[src/rtl/rbma_pkg.sv]
// ----------------------------------------------------------------------------
// rbma_pkg
// Shared constants and types for the ring buffer moving average block.
// ----------------------------------------------------------------------------
package rbma_pkg;

	// default sizing
	localparam int MAX_WINDOW_DEF  = 128;
	localparam int SAMPLE_BITS_DEF = 12;

	// fixed field widths
	localparam int CFG_W  = 8;
	localparam int SLOT_W = 7;

	// window length after reset
	localparam int WINDOW_RESET = 16;

	// divider status toward the sequencer
	typedef struct packed {
		logic busy;
		logic done;
	} div_status_t;

endpackage

[src/rtl/rbma_ram.sv]
// ----------------------------------------------------------------------------
// rbma_ram
// Generic single-write, single-read RAM with registered read data.
// ----------------------------------------------------------------------------
module rbma_ram #(
	parameter int WIDTH = rbma_pkg::SAMPLE_BITS_DEF,
	parameter int DEPTH = rbma_pkg::MAX_WINDOW_DEF
) (
	input  logic                     clk,
	input  logic                     wr_en,
	input  logic [$clog2(DEPTH)-1:0] wr_addr,
	input  logic [WIDTH-1:0]         wr_data,
	input  logic                     rd_en,
	input  logic [$clog2(DEPTH)-1:0] rd_addr,
	output logic [WIDTH-1:0]         rd_data
);

	logic [WIDTH-1:0] mem [DEPTH];

	always_ff @(posedge clk) begin
		if (wr_en) begin
			mem[wr_addr] <= wr_data;
		end
		if (rd_en) begin
			rd_data <= mem[rd_addr];
		end
	end

endmodule

[src/rtl/rbma_div.sv]
// ----------------------------------------------------------------------------
// rbma_div
// Restoring divider, one quotient bit per cycle. Quotient holds after done.
// ----------------------------------------------------------------------------
module rbma_div #(
	parameter int DVD_W = 19,
	parameter int DVS_W = 8
) (
	input  logic                clk,
	input  logic                arst_n,
	input  logic                start,
	input  logic [DVD_W-1:0]    dividend,
	input  logic [DVS_W-1:0]    divisor,
	output logic [DVD_W-1:0]    quotient,
	output rbma_pkg::div_status_t status
);

	localparam int CNT_W = $clog2(DVD_W + 1);
	localparam int REM_W = DVS_W + 1;

	logic             busy_q;
	logic             done_q;
	logic [CNT_W-1:0] cnt_q;
	logic [DVD_W-1:0] dvd_q;
	logic [DVD_W-1:0] quo_q;
	logic [REM_W-1:0] rem_q;
	logic [DVS_W-1:0] dvs_q;

	logic [REM_W-1:0] rem_sh;
	logic             ge;

	// remainder stays below the divisor, so its top bit is always clear
	assign rem_sh = {rem_q[REM_W-2:0], dvd_q[DVD_W-1]};
	assign ge     = (rem_sh >= {1'b0, dvs_q});

	always_ff @(posedge clk or negedge arst_n) begin
		if (!arst_n) begin
			busy_q <= 1'b0;
			done_q <= 1'b0;
			cnt_q  <= '0;
		end else begin
			done_q <= 1'b0;
			if (start) begin
				busy_q <= 1'b1;
				cnt_q  <= CNT_W'(DVD_W);
			end else if (busy_q) begin
				cnt_q <= cnt_q - 1'b1;
				if (cnt_q == CNT_W'(1)) begin
					busy_q <= 1'b0;
					done_q <= 1'b1;
				end
			end
		end
	end

	always_ff @(posedge clk) begin
		if (start) begin
			dvd_q <= dividend;
			dvs_q <= divisor;
			rem_q <= '0;
			quo_q <= '0;
		end else if (busy_q) begin
			dvd_q <= dvd_q << 1;
			rem_q <= ge ? (rem_sh - {1'b0, dvs_q}) : rem_sh;
			quo_q <= {quo_q[DVD_W-2:0], ge};
		end
	end

	assign quotient    = quo_q;
	assign status.busy = busy_q;
	assign status.done = done_q;

endmodule

[src/rtl/ring_buffer_moving_average_top.sv]
// ----------------------------------------------------------------------------
// ring_buffer_moving_average_top
// Boxcar moving average over a ring of converter samples.
// ----------------------------------------------------------------------------
// Usage:
//   Input channel (in_valid / in_stall, sample_value): one sample per transfer.
//   Output channel (out_valid / out_stall, window_average, slot_written): one
//   result per input transfer, in order.
//   Each sample overwrites one ring slot; the running sum is updated
//   (minus old slot, plus new sample) and divided by the window length.
//   The sample passes the slot read-modify-write (ST_RD), then the
//   bit-serial divider, one quotient bit per cycle, then the output
//   register. The block takes no new sample until the divider is done
//   with the last one and its quotient has left the divider.
//   in_stall is high while a sample is in flight. A finished result sits in
//   the output register; a new sample is taken while it waits there. If the
//   receiver stalls long enough, the next result waits in the divider.
//   Reset: window length 16, ring, sum and write position cleared.
//   A cfg_wr_en write (idle only, a user rule; unchecked) sets the window
//   length, saturated to 1..MAX_WINDOW, and clears ring, sum and position
//   in the same cycle (per-slot valid bits; the RAM itself is never swept).
// ----------------------------------------------------------------------------
module ring_buffer_moving_average_top #(
	parameter int MAX_WINDOW  = rbma_pkg::MAX_WINDOW_DEF,
	parameter int SAMPLE_BITS = rbma_pkg::SAMPLE_BITS_DEF
) (
	input  logic                       clk,
	input  logic                       arst_n,
	// configuration
	input  logic                       cfg_wr_en,
	input  logic [rbma_pkg::CFG_W-1:0] cfg_wr_data,
	// input channel
	input  logic                       in_valid,
	output logic                       in_stall,
	input  logic [SAMPLE_BITS-1:0]     sample_value,
	// output channel
	output logic                       out_valid,
	input  logic                       out_stall,
	output logic [SAMPLE_BITS-1:0]     window_average,
	output logic [rbma_pkg::SLOT_W-1:0] slot_written
);

	localparam int PTR_W = $clog2(MAX_WINDOW);
	localparam int WIN_W = $clog2(MAX_WINDOW + 1);
	localparam int SUM_W = SAMPLE_BITS + PTR_W;
	localparam int WIN_RST = (rbma_pkg::WINDOW_RESET > MAX_WINDOW) ?
		MAX_WINDOW : rbma_pkg::WINDOW_RESET;

	// sequencer states
	localparam logic [1:0] ST_IDLE = 2'd0; // waiting for a sample
	localparam logic [1:0] ST_RD   = 2'd1; // old slot value on RAM output
	localparam logic [1:0] ST_DIV  = 2'd2; // divider running
	localparam logic [1:0] ST_HOLD = 2'd3; // quotient waits for output register

	logic [1:0]            state_q;
	logic [WIN_W-1:0]      win_q;
	logic [PTR_W-1:0]      pos_q;
	logic [SUM_W-1:0]      sum_q;
	logic [MAX_WINDOW-1:0] slot_vld_q;
	logic [SAMPLE_BITS-1:0] sample_q;
	logic [PTR_W-1:0]      slot_q;

	logic                  out_valid_q;
	logic [SAMPLE_BITS-1:0] avg_q;
	logic [rbma_pkg::SLOT_W-1:0] slot_out_q;

	logic                  in_xfer;
	logic                  out_free;
	logic [SAMPLE_BITS-1:0] ram_rd_data;
	logic [SAMPLE_BITS-1:0] old_sample;
	logic [SUM_W-1:0]      sum_new;
	logic [WIN_W-1:0]      pos_inc;
	logic [WIN_W-1:0]      win_cfg;
	logic                  div_start;
	logic [SUM_W-1:0]      div_quo;
	rbma_pkg::div_status_t div_stat;

	assign in_stall = (state_q != ST_IDLE);
	assign in_xfer  = in_valid && !in_stall;
	// output register can take a new result this cycle
	assign out_free = !out_valid_q || !out_stall;

	// saturate the written window length to 1..MAX_WINDOW
	always_comb begin
		priority if (cfg_wr_data == '0) begin
			win_cfg = WIN_W'(1);
		end else if (int'(cfg_wr_data) > MAX_WINDOW) begin
			win_cfg = WIN_W'(MAX_WINDOW);
		end else begin
			win_cfg = WIN_W'(cfg_wr_data);
		end
	end

	// sample ring; read is issued at the input transfer, data valid in ST_RD
	rbma_ram #(
		.WIDTH (SAMPLE_BITS),
		.DEPTH (MAX_WINDOW)
	) u_ring (
		.clk     (clk),
		.wr_en   (state_q == ST_RD),
		.wr_addr (slot_q),
		.wr_data (sample_q),
		.rd_en   (in_xfer),
		.rd_addr (pos_q),
		.rd_data (ram_rd_data)
	);

	// a slot never written since the last clear reads as zero
	assign old_sample = slot_vld_q[slot_q] ? ram_rd_data : '0;
	assign sum_new    = sum_q - SUM_W'(old_sample) + SUM_W'(sample_q);
	assign pos_inc    = WIN_W'(slot_q) + 1'b1;
	assign div_start  = (state_q == ST_RD);

	rbma_div #(
		.DVD_W (SUM_W),
		.DVS_W (WIN_W)
	) u_div (
		.clk      (clk),
		.arst_n   (arst_n),
		.start    (div_start),
		.dividend (sum_new),
		.divisor  (win_q),
		.quotient (div_quo),
		.status   (div_stat)
	);

	// control and ring state
	always_ff @(posedge clk or negedge arst_n) begin
		if (!arst_n) begin
			state_q    <= ST_IDLE;
			win_q      <= WIN_W'(WIN_RST);
			pos_q      <= '0;
			sum_q      <= '0;
			slot_vld_q <= '0;
		end else begin
			if (cfg_wr_en) begin
				win_q      <= win_cfg;
				pos_q      <= '0;
				sum_q      <= '0;
				slot_vld_q <= '0;
			end
			unique case (state_q)
				ST_IDLE: begin
					if (in_xfer) begin
						state_q <= ST_RD;
					end
				end
				ST_RD: begin
					// read-modify-write of the slot, then advance the position
					sum_q              <= sum_new;
					slot_vld_q[slot_q] <= 1'b1;
					pos_q              <= (pos_inc == win_q) ? '0 : pos_inc[PTR_W-1:0];
					state_q            <= ST_DIV;
				end
				ST_DIV: begin
					if (div_stat.done) begin
						state_q <= out_free ? ST_IDLE : ST_HOLD;
					end
				end
				ST_HOLD: begin
					if (out_free) begin
						state_q <= ST_IDLE;
					end
				end
				default: begin
					state_q <= ST_IDLE;
				end
			endcase
		end
	end

	// sample and slot of the item in flight
	always_ff @(posedge clk) begin
		if (in_xfer) begin
			sample_q <= sample_value;
			slot_q   <= pos_q;
		end
	end

	// output register
	always_ff @(posedge clk or negedge arst_n) begin
		if (!arst_n) begin
			out_valid_q <= 1'b0;
		end else if (((state_q == ST_DIV) && div_stat.done) || (state_q == ST_HOLD)) begin
			if (out_free) begin
				out_valid_q <= 1'b1;
			end
		end else if (!out_stall) begin
			out_valid_q <= 1'b0;
		end
	end

	always_ff @(posedge clk) begin
		if ((((state_q == ST_DIV) && div_stat.done) || (state_q == ST_HOLD)) && out_free) begin
			avg_q      <= div_quo[SAMPLE_BITS-1:0];
			slot_out_q <= rbma_pkg::SLOT_W'(slot_q);
		end
	end

	assign out_valid      = out_valid_q;
	assign window_average = avg_q;
	assign slot_written   = slot_out_q;

`ifndef SYNTH
	// a sample transfer always starts the slot read-modify-write next
	a_xfer_to_rd: assert property (@(posedge clk) disable iff (!arst_n)
		in_xfer |=> (state_q == ST_RD))
		else $error("sample transfer not followed by slot update");

	// a new result appears only when the divider has delivered
	a_out_from_div: assert property (@(posedge clk) disable iff (!arst_n)
		(out_valid_q && !$past(out_valid_q)) |->
			($past(state_q) == ST_DIV || $past(state_q) == ST_HOLD))
		else $error("result presented without a finished division");

	// write position stays inside the active window
	a_pos_in_window: assert property (@(posedge clk) disable iff (!arst_n)
		(WIN_W'(pos_q) < win_q))
		else $error("write position outside the window");

	// divider only runs while the sequencer waits on it
	a_div_owned: assert property (@(posedge clk) disable iff (!arst_n)
		div_stat.busy |-> (state_q == ST_DIV))
		else $error("divider busy outside the divide state");
`endif

endmodule
[config.mk]
export PLATFORM = sky130hd
export DESIGN_NAME = ring_buffer_moving_average_top
export DESIGN_NICKNAME = d
export VERILOG_FILES = /design/src/rtl/rbma_pkg.sv /design/src/rtl/rbma_ram.sv /design/src/rtl/rbma_div.sv /design/src/rtl/ring_buffer_moving_average_top.sv
export SDC_FILE = /design/constraint.sdc
export NUM_CORES = 2
export LEC_CHECK = 0
export BUFFER_PORTS_ARGS = -buffer_cell sky130_fd_sc_hd__buf_2
export CAP_MARGIN = 20
export CORE_MARGIN = 2
export CORE_UTILIZATION = 30
export DETAILED_ROUTE_END_ITERATION = 8
export PLACE_DENSITY_LB_ADDON = 0.2
export SKIP_LAST_GASP = 1
export SYNTH_ARGS = -nofsm -noshare
export SYNTH_HDL_FRONTEND = slang
export SYNTH_SLANG_ARGS = --single-unit
[constraint.sdc]
create_clock -name clk -period 11.95 [get_ports clk]
set_clock_uncertainty 0.05 [all_clocks]
set_input_delay 2.39 -clock clk [delete_from_list [all_inputs] [get_ports clk]]
set_output_delay 2.39 -clock clk [all_outputs]
set_load 0.01 [all_outputs]
==> impl_metrics.ini <==
[die]
start_util_pct = 30.1
core-area_mm2 = 0.237
rows = 179
dieArea_mm2 = 0.242
die_y_um = 492
die_w_um = 492
io_pins = 46

[detailed_routing]
postRouteAntennaNets = 0
vias_per_cell = 4.88
vias = 34600
drc = 0
drt-total-wl_mm = 181
wire_per_inst_um = 25.5
drt_pass1_iterations = 6
drt_iter0_drc = 3056

[final_layout]
multi_input_area_mm2 = 0.0167
design_area_mm2 = 0.0820
layoutNonFillerInstCount = 7090
syn2layout_area_growth_pct = 14.6
mostFrequentLayoutCell = edfxtp_1
num-nets-final = 3830
regArea_mm2 = 0.0532
diodes = 0
fillers = 22300
final_cell_mix = 1613 x edfxtp_1, 480 x mux4_2, 209 x inv_1
drive_gt1_share_pct = 26.0

[critical_path]
cp.required_ns = 12.48
arrival_ns = 6.88
cp_max_fo = 26
cp-start-kind = flop
worstRegToRegCells = 19
cp-end-kind = flop
critical_path_class = reg -> reg

[global_routing]
grt_max_degree = 127
grt_pass1_vias = 35400
overflow = 0
grt_pass1_wl_mm = 263
antenna_found_initial = 4
grt_usage_pct = 14.8

[logic_synthesis]
synth_cell_types = 69
syn_inst = 3584
syn_area_mm2 = 0.0715
ys_seq_area_share_pct = 74.3
ys_async_sr_fraction_pct = 9.53
yosys_warnings = 0
ys.flop_type = edfxtp_1
synth_area_per_cell_um2 = 20.0
syn-num-nets = 3652
synth_seq_cells = 1805
synth-edff-count = 1613

[placement]
placed_area_mm2 = 0.0761
hpwl_mm = 106
port_buffers = 45
place_inst = 6736
routabilityCongestion = 0.803

[power]
p_int_uw = 12200
p_sw_share_pct = 29.7
switchingPower_uw = 5160
p_leak_uw = 0.0258
vdd_drop_max_mv = 0.159
combinationalPowerShare_pct = 24.3
clockPowerShare_pct = 32.1
seqPwrFrac_pct = 43.7
cellPowerDensity_mw_per_mm2 = 212

[clocking]
h-tree-depth = 4
tritoncts = yes
clk_latency_ns = 0.83
path_clk_slew_ns = 0.06
cts_root_buf = clkbuf_16
cts-resized-gates = 0
numCtsBuffers = 186
cts_hold_buf = 0
cts.sinks = 1805
cts_max_path_buffers = 3
post_cts_buffers = 0

[timing]
period_minus_slack_ns = 6.35
rsz0062_at_grt = false
tightest_slew_ns = 1.14
setup_violations = 0
fin_crit_sh_pct = 53.1
fin_setup_tns_ns = 0
hold_violations = 0
slew_headroom_pct = 24.1
drv_slew = 0
hold_slack_ns = 0.398
max_freq_mhz = 157

[hold_path]
hold_path.class = reg -> reg
hold_depth = 0

[run]
maxCapViolations = 0

[run_status]
outcome = finished, final reports clean
## synthesized netlist by cell type (all sizes together), types with 12 or more instances
master,n,area [um2]
nand3,30,155
o21ai,39,195
xor2,14,123
nor2b,25,181
mux2i,45,450
dfrtp,171,4280
dfxtp,20,400
ha,30,375
mux4,489,11000
nor2,169,634
a21oi,33,165
nand2,110,413
buf,99,573
nand4,21,131
edfxtp,1613,48400
inv,210,788
nor3,12,65.1
o211ai,16,120
a21o,15,113
xnor2,22,193
clkbuf,115,432
o22ai,138,863
fa,13,260
a22oi,49,368
## registers in the layout (all words and copies together), names as in the netlist, 12 cells and up
| name | count |
|---|---|
| sample_q | 12 |
| u_ring.mem | 1536 |
| slot_vld_q | 128 |
| u_div.quotient | 12 |
| u_div.dvd_q | 19 |
| u_ring.rd_data | 12 |
| window_average | 12 |
| sum_q | 19 |
## worst max-delay path, cell delays in order, from the launching register on
cell       delay [ns]
edfxtp_1         0.96
buf_4            0.47
clkinv_1         0.41
mux2i_1          0.38
a2111oi_0        0.18
a32oi_1          0.20
nand4_1          0.13
nor3_2           0.20
buf_4            0.29
nor2b_2          0.08
fa_1             0.48
inv_1            0.04
ha_1             0.31
a21o_1           0.15
nand4_1          0.15
a21boi_0         0.42
nor2_1           0.14
o21ai_0          0.55
xor2_1           0.19
mux2_2           0.31
## metal layers
metal	part of all wire, %	vias up	GRT usage [%]
met3	4.6	235	2.32
met1	47	18700	21.8
li1	-	14800	-
met2	46	834	22.8
met4	2.3	0	4.13
met5	0	-	0
## stage by stage
step	total power, uW	setup slack, ns	util (%)
2_1_floorplan	10500	7.16	-
3_3_place_gp	12000	5.74	32.0
3_5_place_dp	12000	5.63	32.0
4_1_cts	17600	5.58	34.5
5_1_grt	18100	5.06	34.5
6_report	17300	5.60	34.5
## kinds of logic after synthesis
family | after synthesis | share of synthesized area (%)
AOI/OAI and AO/OA | 333 | 3.08
xor gates and xnor gates | 36 | 0.441
adders and majority gates | 43 | 0.889
buffers and inverters | 425 | 2.51
DFF | 1805 | 74.3
muxes | 545 | 16.3
and+or+nand+nor | 397 | 2.50
## worst paths after layout
check,start,end,slack [ns]
min in group asynchronous,arst_n,win_q[2],1.57
hold / removal,u_div.quotient[11],window_average[11],0.40
max in group asynchronous,arst_n,slot_vld_q[109],9.02
setup reg to reg,slot_q[1],u_div.dvd_q[14],5.60
hold reg to reg,u_div.quotient[11],window_average[11],0.40
setup / recovery,slot_q[1],u_div.dvd_q[14],5.60
## power by group through the flow
stage                     clock network, uW  logic, uW  registers [uW]
final                                  5570       4210            7570
after global routing                   5960       4550            7600
after CTS                              5710       4290            7580
after detailed placement                  0       4280            7710
after global placement                    0       4260            7710
after floorplan                           0       2820            7690
## area by class of cell
| type | instances | share of cell area [%] |
|---|---|---|
| tap | 3167 | 4.83 |
| timing repair buffer | 204 | 1.90 |
| sequential | 1805 | 64.8 |
| clock buffer | 249 | 6.07 |
| multi-input combinational | 1354 | 20.4 |
| clock inverter | 100 | 0.983 |
| inverter | 211 | 0.966 |
(Power assumes the default switching activity.)
